### src/lffd_pkg.sv
package lffd_pkg;

	localparam int DATA_W = 8;
	localparam int POS_W = 64;
	localparam int CFG_IDX_W = 3;
	localparam int CFG_DATA_W = 32;

	typedef logic [2:0] kind_t;

	localparam kind_t KIND_PAYLOAD = 3'd0;
	localparam kind_t KIND_EMPTY = 3'd1;
	localparam kind_t KIND_TOO_SMALL = 3'd2;
	localparam kind_t KIND_TOO_LARGE = 3'd3;
	localparam kind_t KIND_STRIP_ERR = 3'd4;

	typedef logic [CFG_IDX_W-1:0] cfg_idx_t;

	localparam cfg_idx_t CFG_FIELD_BYTES = 3'd0;
	localparam cfg_idx_t CFG_FIELD_OFFSET = 3'd1;
	localparam cfg_idx_t CFG_ADJUST = 3'd2;
	localparam cfg_idx_t CFG_STRIP = 3'd3;
	localparam cfg_idx_t CFG_MAX_LEN = 3'd4;
	localparam cfg_idx_t CFG_BIG_ENDIAN = 3'd5;

	localparam logic [3:0] RST_FIELD_BYTES = 4'd4;
	localparam logic [3:0] RST_FIELD_OFFSET = 4'd0;
	localparam logic [31:0] RST_ADJUST = 32'd0;
	localparam logic [31:0] RST_STRIP = 32'd0;
	localparam logic [31:0] RST_MAX_LEN = 32'd65536;
	localparam logic RST_BIG_ENDIAN = 1'b1;

	// which result the output register loads
	typedef logic [1:0] src_t;

	localparam src_t SRC_SMALL = 2'd0;
	localparam src_t SRC_LARGE = 2'd1;
	localparam src_t SRC_FB_MEM = 2'd2;
	localparam src_t SRC_FB_IN = 2'd3;

	typedef struct packed {
		logic hdr_wr;
		logic fld_start;
		logic fld_run;
		logic adj_calc;
		logic tot_calc;
		logic pos_clr;
		logic pos_set_hend;
		logic pos_inc;
		logic rd_issue;
		logic emit;
		src_t src;
	} cmd_t;

	typedef struct packed {
		logic hdr_last;
		logic fld_done;
		logic too_small;
		logic too_large;
		logic total_gt_hend;
		logic fb_emit;
		logic pos_last;
		logic rpl_last;
		logic out_free;
	} sts_t;

endpackage

### src/lffd_if.sv
interface lffd_in_if import lffd_pkg::*; ();
	logic valid;
	logic ready;
	logic [DATA_W-1:0] data_byte;

	modport source (output valid, output data_byte, input ready);
	modport sink (input valid, input data_byte, output ready);
endinterface

interface lffd_out_if import lffd_pkg::*; ();
	logic valid;
	logic ready;
	kind_t kind;
	logic [DATA_W-1:0] payload;
	logic frame_first;
	logic frame_last;
	logic run_last;

	modport source (output valid, output kind, output payload, output frame_first,
		output frame_last, output run_last, input ready);
	modport sink (input valid, input kind, input payload, input frame_first,
		input frame_last, input run_last, output ready);
endinterface

### src/lffd_datapath.sv
module lffd_datapath import lffd_pkg::*; #(
	parameter int HEADER_BYTES = 16
) (
	input  logic                  clk,
	input  logic                  arst_n,
	input  logic                  cfg_we,
	input  cfg_idx_t              cfg_index,
	input  logic [CFG_DATA_W-1:0] cfg_data,
	input  cmd_t                  cmd,
	output sts_t                  sts,
	input  logic [DATA_W-1:0]     data_byte,
	input  logic                  out_ready,
	output logic                  out_valid,
	output kind_t                 kind,
	output logic [DATA_W-1:0]     payload,
	output logic                  frame_first,
	output logic                  frame_last,
	output logic                  run_last
);

	localparam int AW = (HEADER_BYTES > 1) ? $clog2(HEADER_BYTES) : 1;
	localparam int HW = $clog2(HEADER_BYTES + 1);
	// wide enough for offset plus width and for the header size
	localparam int SW = $clog2(HEADER_BYTES + 24);
	localparam int W_CAP = (HEADER_BYTES >= 8) ? 8 : ((HEADER_BYTES >= 4) ? 4 : 2);

	logic [3:0] lfb_q;
	logic [3:0] lfo_q;
	logic [31:0] adj_q;
	logic [31:0] strip_q;
	logic [31:0] max_q;
	logic big_q;

	logic [3:0] w_raw;
	logic [3:0] w_sel;
	logic [SW-1:0] off_ext;
	logic [SW-1:0] w_ext;
	logic [SW-1:0] off_sel;
	logic [HW-1:0] hend;

	logic [POS_W-1:0] pos_q;
	logic [POS_W-1:0] pos_nxt;

	logic [DATA_W-1:0] store_mem [HEADER_BYTES];
	logic [DATA_W-1:0] rdata_q;
	logic [AW-1:0] raddr;
	logic rd_en;

	logic [3:0] k_q;
	logic k_lt_w;
	logic rdv_s1;
	logic [2:0] kk_s1;
	logic [POS_W-1:0] field_q;

	logic [31:0] mag;
	logic small_c;
	logic [POS_W:0] asum;
	logic [POS_W-1:0] base_c;
	logic [POS_W-1:0] base_q;
	logic small_q;
	logic [POS_W:0] tsum;
	logic [POS_W-1:0] total_q;

	logic pos_ge_strip;
	logic pos_eq_strip;
	logic strip_eq_nxt;
	kind_t fb_kind;
	logic fb_first;

	logic out_valid_q;
	kind_t kind_q;
	logic [DATA_W-1:0] payload_q;
	logic first_q;
	logic last_q;
	logic run_last_q;

	always_ff @(posedge clk or negedge arst_n) begin
		if (!arst_n) begin
			lfb_q <= RST_FIELD_BYTES;
			lfo_q <= RST_FIELD_OFFSET;
			adj_q <= RST_ADJUST;
			strip_q <= RST_STRIP;
			max_q <= RST_MAX_LEN;
			big_q <= RST_BIG_ENDIAN;
		end else if (cfg_we) begin
			case (cfg_index)
				CFG_FIELD_BYTES: lfb_q <= cfg_data[3:0];
				CFG_FIELD_OFFSET: lfo_q <= cfg_data[3:0];
				CFG_ADJUST: adj_q <= cfg_data;
				CFG_STRIP: strip_q <= cfg_data;
				CFG_MAX_LEN: max_q <= cfg_data;
				CFG_BIG_ENDIAN: big_q <= cfg_data[0];
				default: ;
			endcase
		end
	end

	// field width rounded down to a power of two and capped to the header size, then the offset pulled in to fit
	always_comb begin
		if (lfb_q >= 4'd8) begin
			w_raw = 4'd8;
		end else if (lfb_q >= 4'd4) begin
			w_raw = 4'd4;
		end else if (lfb_q >= 4'd2) begin
			w_raw = 4'd2;
		end else begin
			w_raw = 4'd1;
		end
		w_sel = (w_raw > 4'(W_CAP)) ? 4'(W_CAP) : w_raw;
		off_ext = SW'(lfo_q);
		w_ext = SW'(w_sel);
		if (off_ext + w_ext > SW'(HEADER_BYTES)) begin
			off_sel = SW'(HEADER_BYTES) - w_ext;
		end else begin
			off_sel = off_ext;
		end
		hend = HW'(off_sel + w_ext);
	end

	assign pos_nxt = pos_q + POS_W'(1);

	always_ff @(posedge clk or negedge arst_n) begin
		if (!arst_n) begin
			pos_q <= '0;
		end else if (cmd.pos_clr) begin
			pos_q <= '0;
		end else if (cmd.pos_set_hend) begin
			pos_q <= POS_W'(hend);
		end else if (cmd.pos_inc) begin
			pos_q <= pos_nxt;
		end
	end

	// header store, one read port with registered data
	assign k_lt_w = k_q < w_sel;
	assign rd_en = cmd.rd_issue | (cmd.fld_run & k_lt_w);
	assign raddr = cmd.rd_issue ? pos_q[AW-1:0] : AW'(off_sel + SW'(k_q));

	always_ff @(posedge clk) begin
		if (cmd.hdr_wr) begin
			store_mem[pos_q[AW-1:0]] <= data_byte;
		end
		if (rd_en) begin
			rdata_q <= store_mem[raddr];
		end
	end

	always_ff @(posedge clk or negedge arst_n) begin
		if (!arst_n) begin
			k_q <= '0;
			rdv_s1 <= 1'b0;
			kk_s1 <= '0;
		end else if (cmd.fld_start) begin
			k_q <= '0;
			rdv_s1 <= 1'b0;
		end else if (cmd.fld_run) begin
			rdv_s1 <= k_lt_w;
			kk_s1 <= k_q[2:0];
			if (k_lt_w) begin
				k_q <= k_q + 4'd1;
			end
		end
	end

	always_ff @(posedge clk) begin
		if (cmd.fld_start) begin
			field_q <= '0;
		end else if (cmd.fld_run && rdv_s1) begin
			if (big_q) begin
				field_q <= {field_q[POS_W-DATA_W-1:0], rdata_q};
			end else begin
				field_q[{kk_s1, 3'b000} +: DATA_W] <= rdata_q;
			end
		end
	end

	// field plus signed adjustment, saturating upward and flagging a result below zero; total adds the header end
	always_comb begin
		mag = ~adj_q + 32'd1;
		small_c = adj_q[31] && (field_q < POS_W'(mag));
		asum = {1'b0, field_q} + (POS_W + 1)'(adj_q);
		if (adj_q[31]) begin
			base_c = field_q - POS_W'(mag);
		end else if (asum[POS_W]) begin
			base_c = '1;
		end else begin
			base_c = asum[POS_W-1:0];
		end
		tsum = {1'b0, base_q} + (POS_W + 1)'(hend);
	end

	always_ff @(posedge clk) begin
		if (cmd.adj_calc) begin
			base_q <= base_c;
			small_q <= small_c;
		end
		if (cmd.tot_calc) begin
			total_q <= tsum[POS_W] ? '1 : tsum[POS_W-1:0];
		end
	end

	// per-byte delivery decision
	always_comb begin
		pos_ge_strip = pos_q >= POS_W'(strip_q);
		pos_eq_strip = pos_q == POS_W'(strip_q);
		strip_eq_nxt = pos_nxt == POS_W'(strip_q);
		sts.hdr_last = pos_nxt >= POS_W'(hend);
		sts.fld_done = rdv_s1 && ({1'b0, kk_s1} == w_sel - 4'd1);
		sts.too_small = small_q;
		sts.too_large = total_q > POS_W'(max_q);
		sts.total_gt_hend = total_q > POS_W'(hend);
		sts.pos_last = pos_nxt == total_q;
		sts.rpl_last = pos_nxt == POS_W'(hend);
		sts.fb_emit = sts.pos_last || pos_ge_strip;
		sts.out_free = !out_valid_q || out_ready;
		if (sts.pos_last && !pos_ge_strip) begin
			fb_kind = strip_eq_nxt ? KIND_EMPTY : KIND_STRIP_ERR;
			fb_first = strip_eq_nxt;
		end else begin
			fb_kind = KIND_PAYLOAD;
			fb_first = pos_eq_strip;
		end
	end

	always_ff @(posedge clk or negedge arst_n) begin
		if (!arst_n) begin
			out_valid_q <= 1'b0;
		end else if (cmd.emit) begin
			out_valid_q <= 1'b1;
		end else if (out_ready) begin
			out_valid_q <= 1'b0;
		end
	end

	always_ff @(posedge clk) begin
		if (cmd.emit) begin
			case (cmd.src)
				SRC_SMALL: begin
					kind_q <= KIND_TOO_SMALL;
					payload_q <= '0;
					first_q <= 1'b0;
					last_q <= 1'b1;
					run_last_q <= 1'b1;
				end
				SRC_LARGE: begin
					kind_q <= KIND_TOO_LARGE;
					payload_q <= '0;
					first_q <= 1'b0;
					last_q <= 1'b1;
					run_last_q <= 1'b1;
				end
				SRC_FB_MEM: begin
					kind_q <= fb_kind;
					payload_q <= (fb_kind == KIND_PAYLOAD) ? rdata_q : '0;
					first_q <= fb_first;
					last_q <= sts.pos_last;
					run_last_q <= sts.rpl_last;
				end
				SRC_FB_IN: begin
					kind_q <= fb_kind;
					payload_q <= (fb_kind == KIND_PAYLOAD) ? data_byte : '0;
					first_q <= fb_first;
					last_q <= sts.pos_last;
					run_last_q <= 1'b1;
				end
				default: ;
			endcase
		end
	end

	assign out_valid = out_valid_q;
	assign kind = kind_q;
	assign payload = payload_q;
	assign frame_first = first_q;
	assign frame_last = last_q;
	assign run_last = run_last_q;

endmodule

### src/lffd_ctrl.sv
module lffd_ctrl import lffd_pkg::*; (
	input  logic clk,
	input  logic arst_n,
	input  logic in_valid,
	output logic in_ready,
	input  sts_t sts,
	output cmd_t cmd
);

	localparam logic [3:0] S_HDR = 4'd0;
	localparam logic [3:0] S_FLD = 4'd1;
	localparam logic [3:0] S_ADJ = 4'd2;
	localparam logic [3:0] S_TOT = 4'd3;
	localparam logic [3:0] S_CHK = 4'd4;
	localparam logic [3:0] S_RRD = 4'd5;
	localparam logic [3:0] S_RPL = 4'd6;
	localparam logic [3:0] S_STR = 4'd7;
	localparam logic [3:0] S_DIS = 4'd8;

	logic [3:0] state_q;
	logic [3:0] state_d;

	always_comb begin
		state_d = state_q;
		cmd = '0;
		cmd.src = SRC_SMALL;
		in_ready = 1'b0;
		case (state_q)
			S_HDR: begin
				in_ready = 1'b1;
				if (in_valid) begin
					cmd.hdr_wr = 1'b1;
					cmd.pos_inc = 1'b1;
					if (sts.hdr_last) begin
						cmd.fld_start = 1'b1;
						state_d = S_FLD;
					end
				end
			end
			S_FLD: begin
				cmd.fld_run = 1'b1;
				if (sts.fld_done) begin
					state_d = S_ADJ;
				end
			end
			S_ADJ: begin
				cmd.adj_calc = 1'b1;
				state_d = S_TOT;
			end
			S_TOT: begin
				cmd.tot_calc = 1'b1;
				state_d = S_CHK;
			end
			S_CHK: begin
				if (sts.out_free) begin
					if (sts.too_small) begin
						cmd.emit = 1'b1;
						cmd.src = SRC_SMALL;
						cmd.pos_clr = 1'b1;
						state_d = S_HDR;
					end else if (sts.too_large) begin
						cmd.emit = 1'b1;
						cmd.src = SRC_LARGE;
						if (sts.total_gt_hend) begin
							cmd.pos_set_hend = 1'b1;
							state_d = S_DIS;
						end else begin
							cmd.pos_clr = 1'b1;
							state_d = S_HDR;
						end
					end else begin
						cmd.pos_clr = 1'b1;
						state_d = S_RRD;
					end
				end
			end
			S_RRD: begin
				cmd.rd_issue = 1'b1;
				state_d = S_RPL;
			end
			S_RPL: begin
				if (sts.out_free || !sts.fb_emit) begin
					cmd.emit = sts.fb_emit;
					cmd.src = SRC_FB_MEM;
					if (sts.rpl_last && sts.pos_last) begin
						cmd.pos_clr = 1'b1;
						state_d = S_HDR;
					end else begin
						cmd.pos_inc = 1'b1;
						state_d = sts.rpl_last ? S_STR : S_RRD;
					end
				end
			end
			S_STR: begin
				in_ready = sts.out_free;
				if (in_valid && sts.out_free) begin
					cmd.emit = sts.fb_emit;
					cmd.src = SRC_FB_IN;
					if (sts.pos_last) begin
						cmd.pos_clr = 1'b1;
						state_d = S_HDR;
					end else begin
						cmd.pos_inc = 1'b1;
					end
				end
			end
			S_DIS: begin
				in_ready = 1'b1;
				if (in_valid) begin
					if (sts.pos_last) begin
						cmd.pos_clr = 1'b1;
						state_d = S_HDR;
					end else begin
						cmd.pos_inc = 1'b1;
					end
				end
			end
			default: begin
				state_d = S_HDR;
			end
		endcase
	end

	always_ff @(posedge clk or negedge arst_n) begin
		if (!arst_n) begin
			state_q <= S_HDR;
		end else begin
			state_q <= state_d;
		end
	end

	// never load the output register over a word still waiting
	a_emit_free: assert property (@(posedge clk) disable iff (!arst_n)
		cmd.emit |-> sts.out_free)
		else $error("result loaded while output word pending");

	a_ready_states: assert property (@(posedge clk) disable iff (!arst_n)
		in_ready |-> (state_q == S_HDR || state_q == S_STR || state_q == S_DIS))
		else $error("input taken during header processing");

	a_fld_done_state: assert property (@(posedge clk) disable iff (!arst_n)
		sts.fld_done |-> state_q == S_FLD)
		else $error("field read finished outside field phase");

	a_fld_entry: assert property (@(posedge clk) disable iff (!arst_n)
		cmd.fld_start |=> (state_q == S_FLD && !sts.fld_done))
		else $error("field read did not restart cleanly");

	a_hdr_quiet: assert property (@(posedge clk) disable iff (!arst_n)
		cmd.hdr_wr |-> !cmd.emit)
		else $error("header byte produced a result");

endmodule

### src/length_field_frame_deframer_core.sv
// header bytes: one per cycle, no result until the length field completes
// header end: the field is read, adjusted, totalled and checked (S_FLD, S_ADJ, S_TOT,
//   S_CHK); a frame in range then replays its header through the single store read port
// stream: a byte per cycle while the output is free, result valid the cycle after; discard: a byte per cycle, no result
// reset (arst_n low): control, config, position and output valid to defaults; header store and data not cleared
module length_field_frame_deframer_core import lffd_pkg::*; #(
	parameter int HEADER_BYTES = 16
) (
	input  logic                  clk,
	input  logic                  arst_n,
	lffd_in_if.sink               stream,
	lffd_out_if.source            result,
	input  logic                  cfg_we,
	input  cfg_idx_t              cfg_index,
	input  logic [CFG_DATA_W-1:0] cfg_data
);

	cmd_t cmd;
	sts_t sts;

	lffd_ctrl u_ctrl (
		.clk      (clk),
		.arst_n   (arst_n),
		.in_valid (stream.valid),
		.in_ready (stream.ready),
		.sts      (sts),
		.cmd      (cmd)
	);

	lffd_datapath #(
		.HEADER_BYTES (HEADER_BYTES)
	) u_datapath (
		.clk         (clk),
		.arst_n      (arst_n),
		.cfg_we      (cfg_we),
		.cfg_index   (cfg_index),
		.cfg_data    (cfg_data),
		.cmd         (cmd),
		.sts         (sts),
		.data_byte   (stream.data_byte),
		.out_ready   (result.ready),
		.out_valid   (result.valid),
		.kind        (result.kind),
		.payload     (result.payload),
		.frame_first (result.frame_first),
		.frame_last  (result.frame_last),
		.run_last    (result.run_last)
	);

endmodule

### src/flat_wrapper.sv
// flat-port wrapper written by rule: the top's interface ports become plain ports
module length_field_frame_deframer_core_flat import lffd_pkg::*;
#(
	parameter int HEADER_BYTES = 16
)
  (clk, arst_n, cfg_we, cfg_index, cfg_data, stream_valid, stream_data_byte, stream_ready, result_valid, result_kind, result_payload, result_frame_first, result_frame_last, result_run_last, result_ready);
  lffd_in_if stream_i ();
  lffd_out_if result_i ();
  input  logic clk;
  input  logic arst_n;
  input  logic cfg_we;
  input  cfg_idx_t cfg_index;
  input  logic [CFG_DATA_W-1:0] cfg_data;
  input wire logic [$bits(stream_i.valid)-1:0] stream_valid;
  input wire logic [$bits(stream_i.data_byte)-1:0] stream_data_byte;
  output wire logic [$bits(stream_i.ready)-1:0] stream_ready;
  output wire logic [$bits(result_i.valid)-1:0] result_valid;
  output wire logic [$bits(result_i.kind)-1:0] result_kind;
  output wire logic [$bits(result_i.payload)-1:0] result_payload;
  output wire logic [$bits(result_i.frame_first)-1:0] result_frame_first;
  output wire logic [$bits(result_i.frame_last)-1:0] result_frame_last;
  output wire logic [$bits(result_i.run_last)-1:0] result_run_last;
  input wire logic [$bits(result_i.ready)-1:0] result_ready;
  assign stream_i.valid = stream_valid;
  assign stream_i.data_byte = stream_data_byte;
  assign stream_ready = stream_i.ready;
  assign result_valid = result_i.valid;
  assign result_kind = result_i.kind;
  assign result_payload = result_i.payload;
  assign result_frame_first = result_i.frame_first;
  assign result_frame_last = result_i.frame_last;
  assign result_run_last = result_i.run_last;
  assign result_i.ready = result_ready;
  length_field_frame_deframer_core #(.HEADER_BYTES(HEADER_BYTES)) u_core (.clk(clk), .arst_n(arst_n), .stream(stream_i), .result(result_i), .cfg_we(cfg_we), .cfg_index(cfg_index), .cfg_data(cfg_data));
endmodule
### config.mk
export PLATFORM = sky130hd
export DESIGN_NAME = length_field_frame_deframer_core_flat
export DESIGN_NICKNAME = d
export VERILOG_FILES = /design/src/lffd_pkg.sv /design/src/lffd_if.sv /design/src/lffd_datapath.sv /design/src/lffd_ctrl.sv /design/src/length_field_frame_deframer_core.sv /design/src/flat_wrapper.sv
export SDC_FILE = /design/constraint.sdc
export NUM_CORES = 1
export LEC_CHECK = 0
export CAP_MARGIN = 30
export CORE_MARGIN = 1.5
export CORE_UTILIZATION = 59
export DETAILED_ROUTE_END_ITERATION = 8
export DONT_BUFFER_PORTS = 1
export PLACE_DENSITY = 0.77
export SLEW_MARGIN = 20
export SYNTH_ARGS = -nofsm -noshare
export SYNTH_HDL_FRONTEND = slang
export SYNTH_SLANG_ARGS = --single-unit
### constraint.sdc
create_clock -name clk -period 6.83 [get_ports clk]
set_clock_uncertainty 0.1 [all_clocks]
set_input_delay 0.3415 -clock clk [delete_from_list [all_inputs] [get_ports clk]]
set_output_delay 0.3415 -clock clk [all_outputs]
set_load 0.02 [all_outputs]
==> impl_results.md, run 1 <==
* Sink Count at 524
* # setup viols final at 0
* Post-synth EDFFs at 279
* Fmax at 156 MHz
* Status: complete, no violations
* Routed Antenna Nets at 0
* Register area share after synthesis at 42.1%
* Drt initial violations at 3561
* RR Startpoint: u_core.u_datapath.pos_q[4]
* Global route overflow at 0
* Slowest CP cell: nor3_1
* First-pass GRT wire length at ~160000 µm
* Leakage power at 14.5 nW
* Die ar. at 58600 µm²
* Synthesis-to-finish area growth at 10.1%
* Synth Area in Compound Gates at 16.3%
* Combinational family with the most area after synthesis: simple AND/OR/NAND/NOR gates
* Clock latency on the worst-skew pair at between 0.6 and 0.7 ns
* Htree depth at 2
* Post-synthesis mux area share at 3.45%
* Worst vdd ir at around 0.00033 V
* CTS tree: done
* Die span in x at roughly 240 µm
* Share of layout cells above drive strength 1 at 8.43%
* Synth cell types at 87
* Post-Synth Simple-Gate Area at 20.1%
* Worst Setup End Kind: flip-flop
* Top-area cell type share of the netlist area at 24.8%
* Final #Nets at between 3000 and 4000
* Clock Path Buffers at 3
* Pwr per Cell Area at between 400 and 500 nW/µm²
* Synth Flop Type: edfxtp_1
* Overall routing resource usage at 34.9%
* Root buffer selected by CTS: clkbuf_16
* Largest cells by area after synthesis: edfxtp_1 25%, dfrtp_1 13%, ha_1 6.1%
* Total CTS buffers at 56
* Max-slew violation count at 0
* Setup TNS at 0 ns
* CTS clk-pin slew, worst paths at about 0.060 ns
* Minimum clock period at approximately 6.4 ns
* Post-synthesis adder-cell area fraction at 6.47%
* Avg Inst Size Synth at 9.33 µm²
* Worst-path maximum fanout at 42
* Post-detail-place hpwl at 76800 µm
* Final clock period utilization by the worst path at 93.8%
* FF+latch count, synth at approximately 520
* Syn nets at 3836
* Yosys warnings at 0
* CP Launch Point: u_core.u_datapath.pos_q[4]
* Initial antenna violation count at 4
* Critical path class: flip-flop to flip-flop
* Initial DRT Pass Iterations at 6
* Top-count cell post-synth: nand2_1
* Core ar. at approximately 56000 µm²
* Synth Cell Area at between 30000 and 40000 µm²
* Drt via density at 6.52
* Final Util at between 60 and 70%
* Async set-reset flop share out of synthesis at 34.5%
* WL final at just over 100000 µm
* Endpoints failing hold at 0
* Max-cap violations at 0
* Post-synthesis xor/xnor area fraction at roughly 7.6%
* Relative slew slack at between 30 and 40%
* Hold WS at 0.144 ns
* Post-Syn Instances at 3617
* Cell taking the most area after synthesis: edfxtp_1
* Initial Util at approximately three fifths
* Die height at about 240 µm
* Synth top cells by count: 307 x nand2_1, 279 x edfxtp_1, 269 x nor2_1
* Gpl congestion at 1.04
* WP data arrival at between 6 and 7 ns
* Worst slew pin tran at approximately 1.0 ns
* Fillers at 4454
* HP Start: cfg_index[0]
* DRC viols at 0
* Critical path's largest stage delay at 0.65 ns
* # port buffers at 0
* Vias in the first global route at 26900
* Rows at 87
* I/O Pins at 64
* RSZ-0062 raised after global routing: false
* WP data required at 7.27 ns
* HP Class: input port to flip-flop
* WL/cell at 23.4 µm
* Largest net degree at the start of global routing at 182
* CP Cell Sequence: nand3_1 -> nor3_2 -> nand4_1 -> nor3_1 -> xnor2_1 -> or4b_1 -> or3_1 -> nor4_2 -> and4_1 -> o22ai_1 -> a221oi_4 -> and2_2 -> buf_12 -> o21ai_0 -> o31ai_1
* CP Launch Type: flip-flop
* Vias at 28900
[final cells by class]
| type | count | area, µm² | share of cell area [%] |
|---|---|---|---|
| multi-input combinational | 2759 | 18300 | 49.3 |
| sequential | 524 | 14200 | 38.2 |
| clock buffer | 70 | 1500 | 4.03 |
| timing repair buffer | 134 | 1210 | 3.25 |
| tap | 756 | 946 | 2.55 |
| inverter | 142 | 533 | 1.43 |
| clock inverter | 36 | 435 | 1.17 |
| antenna | 8 | 20.0 | 0.0539 |
[flip-flops by register name, summed over array words and instances (netlist names), 32 cells and up]
register                     count
u_core.u_datapath.adj_q         32
u_core.u_datapath.pos_q         64
u_core.u_datapath.base_q        64
u_core.u_datapath.field_q       64
u_core.u_datapath.store_mem    128
u_core.u_datapath.max_q         32
u_core.u_datapath.total_q       64
u_core.u_datapath.strip_q       32
[layout by cell type, fill, tap and decap left out, drive strengths merged, types with 34 or more instances in the layout]
master / n
nand2: 307
edfxtp: 279
nor2: 269
a21oi: 232
o21ai: 225
dfrtp: 178
ha: 165
xnor2: 162
inv: 147
xor2: 125
nand3: 125
a211oi: 124
nor3: 107
buf: 86
nand4: 76
mux2: 75
nor4: 73
nor2b: 71
clkbuf: 70
dfxtp: 64
nand2b: 62
and3: 54
a21o: 53
dlygate4sd3: 48
and2: 48
o31ai: 46
a31oi: 45
or3: 34
[final timing paths]
| kind | slack, ns | depth (start not counted) | to |
|---|---|---|---|
| min | 0.14 | 4 | u_core.u_datapath.adj_q[1] |
| max in group asynchronous | 5.51 | 2 | u_core.u_datapath.adj_q[31] |
| min in group asynchronous | 0.38 | 2 | u_core.u_datapath.strip_q[11] |
| max reg2reg | 0.43 | 15 | u_core.u_datapath.pos_q[19] |
| max | 0.43 | 15 | u_core.u_datapath.pos_q[19] |
| min reg2reg | 0.41 | 1 | u_core.u_datapath.strip_q[28] |
[worst max-delay path, delay by kind of cell (launching register included)]
| family | cells | cell delay (ns) |
|---|---|---|
| AND/OR/NAND/NOR | 9 | 4.37 |
| AO/OA/AOI/OAI | 4 | 0.75 |
| flip-flops | 1 | 0.52 |
| buffers and inverters | 1 | 0.26 |
| XOR/XNOR | 1 | 0.23 |
[power by group]
| part | leakage [nW] | internal [mW] | switching (mW) |
|---|---|---|---|
| combinational | 8.16 | 2.80 | 4.33 |
| sequential | 5.37 | 4.28 | 0.954 |
| clock | 0.928 | 1.81 | 1.39 |
| total | 14.5 | 8.89 | 6.68 |
[repair_timing]
item,4_1_cts,5_1_grt
hold buffers,49,0
endpoints found under the hold margin,423,0
buffers inserted,0,0
endpoints found under the setup margin,0,65
gates resized for setup,0,9
[cells by family (layout without fill, tap and decap cells)]
kind of cell	after synthesis	in the layout
adder cells (fa/ha/maj)	171	171
buffers and inverters	334	382
XOR/XNOR	290	290
AO/OA/AOI/OAI	875	875
flip-flops	524	524
AND/OR/NAND/NOR	1316	1316
other	0	8
multiplexers	107	107
[metal layers]
| metal | global-route usage, % | share of wire [%] | vias up |
|---|---|---|---|
| li1 | - | - | 13300 |
| met1 | 48.0 | 41 | 13700 |
| met2 | 53.7 | 44 | 1539 |
| met3 | 5.27 | 9.6 | 291 |
| met4 | 17.8 | 5.4 | 0 |
| met5 | 0 | 0 | - |
[through the flow]
step	power, mW	setup WS, ns	instances	area, µm²
final	15.6	0.427	4429	37200
after global routing	16.5	0.0147	4423	37100
after CTS	15.4	0.155	4417	37100
after detailed placement	12.1	0.195	4262	34600
after global placement	12.0	0.295	4260	34600
after floorplan	10.1	0.249	3617	33700
Power figures use the tool's default switching activity.
==> run 2, diff against run 1 <==
CORE_MARGIN = unset   (was 1.5)
CORE_UTILIZATION = 65   (was 59)
PLACE_DENSITY = 0.8   (was 0.77)
clock period = 6.6 ns   (was 6.83 ns; I/O delays follow)
==> impl_results.md, run 2 (synthesis results as in run 1) <==
* CP Launch Type: flip-flop
* Status: complete, no violations
* CTS tree: done
* Sink Count at 524
* Post-detail-place hpwl at around 81000 µm
* WL final at 111000 µm
* WP data required at 6.99 ns
* Most frequent cells in the layout: 306 x nand2_1, 279 x edfxtp_1, 267 x nor2_1
* Setup TNS at 0 ns
* Endpoints failing hold at 0
* Fillers at 3676
* Fmax at 156 MHz
* Gpl congestion at 1.08
* Die span in x at between 200 and 250 µm
* Rows at 83
* Clock latency on the worst-skew pair at 0.67 ns
* Relative slew slack at between 30% and 40%
* Worst Setup End Kind: flip-flop
* WP data arrival at ~7 ns
* Synthesis-to-finish area growth at 10.6%
* Worst-path maximum fanout at 21
* Final clock period utilization by the worst path at 97.2%
* Minimum clock period at 6.41 ns
* Pwr per Cell Area at between 400 and 500 nW/µm²
* Critical path class: flip-flop to flip-flop
* I/O Pins at 64
* Storage element area at between 10000 and 15000 µm²
* Initial DRT Pass Iterations at 7
* Global route overflow at 0
* Die height at 230 µm
* WL/cell at between 20 and 30 µm
* Overall routing resource usage at 41.4%
* Die ar. at around 53000 µm²
* Total CTS buffers at 57
* Initial antenna violation count at 6
* Drt via density at 6.88
* Worst vdd ir at 0.000398 V
* Core ar. at approximately 51000 µm²
* First-pass GRT wire length at around 170000 µm
* # setup viols final at 0
* Vias at 30100
* Hold WS at 0.126 ns
* Max reg flops at 128
* CTS clk-pin slew, worst paths at roughly 0.07 ns
* Largest net degree at the start of global routing at 182
* Worst slew pin tran at 1.01 ns
* Routed Antenna Nets at 0
* Final Util at 72.7%
* Initial Util at 65.8%
* Vias in the first global route at between 20000 and 30000
* Final #Nets at 3860
* # port buffers at 0
* Max-cap violations at 0
* DRC viols at 0
* Share of layout cells above drive strength 1 at under 10%
* Max-slew violation count at 0
* Drt initial violations at 3916
* Leakage power at 14.6 nW
* Area of the multi-input gates at approximately 18000 µm²
* Clock Path Buffers at 3
* Most common cell after layout, fill and taps aside: nand2_1
* Htree depth at 2
* Root buffer selected by CTS: clkbuf_16
* HP Class: input port to flip-flop
## run 2: cell types whose count changed in the layout (fill, tap and decap cells not counted), moves of 3 or more
cell           previous run  this run
buf_12                    5         8
clkbuf_8                  4         0
clkinv_1                  2        11
buf_4                    80        92
clkinv_2                  9         6
dlygate4sd3_1            48        51
## run 2: where the power goes
part	internal [mW]	switching [mW]
Clock	1.88	1.45
Sequential	4.43	1.02
Combinational	2.98	4.74
## run 2: worst paths after layout
path,start,to,slack (ns),cells past startpoint
worst max-delay path,u_core.u_datapath.pos_q[1],u_core.u_datapath.pos_q[17],0.19,19
worst min-delay path,cfg_index[0],u_core.u_datapath.adj_q[0],0.13,3
worst max register to register,u_core.u_datapath.pos_q[1],u_core.u_datapath.pos_q[17],0.19,19
worst min register to register,u_core.u_datapath.strip_q[30],u_core.u_datapath.strip_q[30],0.41,1
max in group asynchronous,arst_n,u_core.u_datapath.adj_q[31],5.25,2
min in group asynchronous,arst_n,u_core.u_datapath.adj_q[0],0.40,2
## run 2: layout make-up
| class | instances | share of cell area (%) |
|---|---|---|
| multi-input combinational | 2759 | 49.1 |
| sequential | 524 | 38.0 |
| clock buffer | 64 | 3.89 |
| timing repair buffer | 157 | 3.83 |
| tap | 680 | 2.28 |
| inverter | 142 | 1.43 |
| clock inverter | 43 | 1.33 |
| antenna | 10 | 0.0671 |
## run 2: timing repair
| action | CTS | global route |
|---|---|---|
| hold buffers | 52 | 0 |
| setup buffers | 0 | 2 |
| endpoints found under the setup margin | 2 | 124 |
| resized for setup | 2 | 15 |
| hold endpoints to repair | 423 | 0 |
| pin swaps | 0 | 2 |
## run 2: critical path: stages, from the launching register on
cell and delay (ns):
dfrtp_1 0.38, ha_1 0.47, nand4_1 0.45, buf_4 0.31, o311ai_0 0.41, o41ai_1 0.16, nor4_1 0.63, nand4_1 0.17
or4_1 0.45, or3_1 0.41, nor4b_1 0.46, buf_4 0.19, and4_2 0.33, o22ai_1 0.16, a221oi_4 0.39, buf_12 0.26
buf_4 0.23, a21oi_1 0.06, o21ai_1 0.15, o31ai_1 0.11
## run 2: layer usage
metal | up-vias | track usage [%] | part of all wire, %
met5 | - | 0 | 0.013
met4 | 2 | 18.7 | 5.1
met3 | 382 | 7.89 | 11
met1 | 14400 | 56.8 | 40
li1 | 13400 | - | -
met2 | 1951 | 63.7 | 44
## run 2: per-stage QoR
step	power [mW]	worst slack, ns	area (µm²)	std cells
after floorplan	10.5	0.0189	33700	3617
after global placement	12.4	0.220	34700	4198
after detailed placement	12.7	0.0428	34700	4201
after CTS	16.2	0.0674	37200	4360
after global routing	17.3	-0.0994	37300	4371
final	16.5	0.185	37300	4379
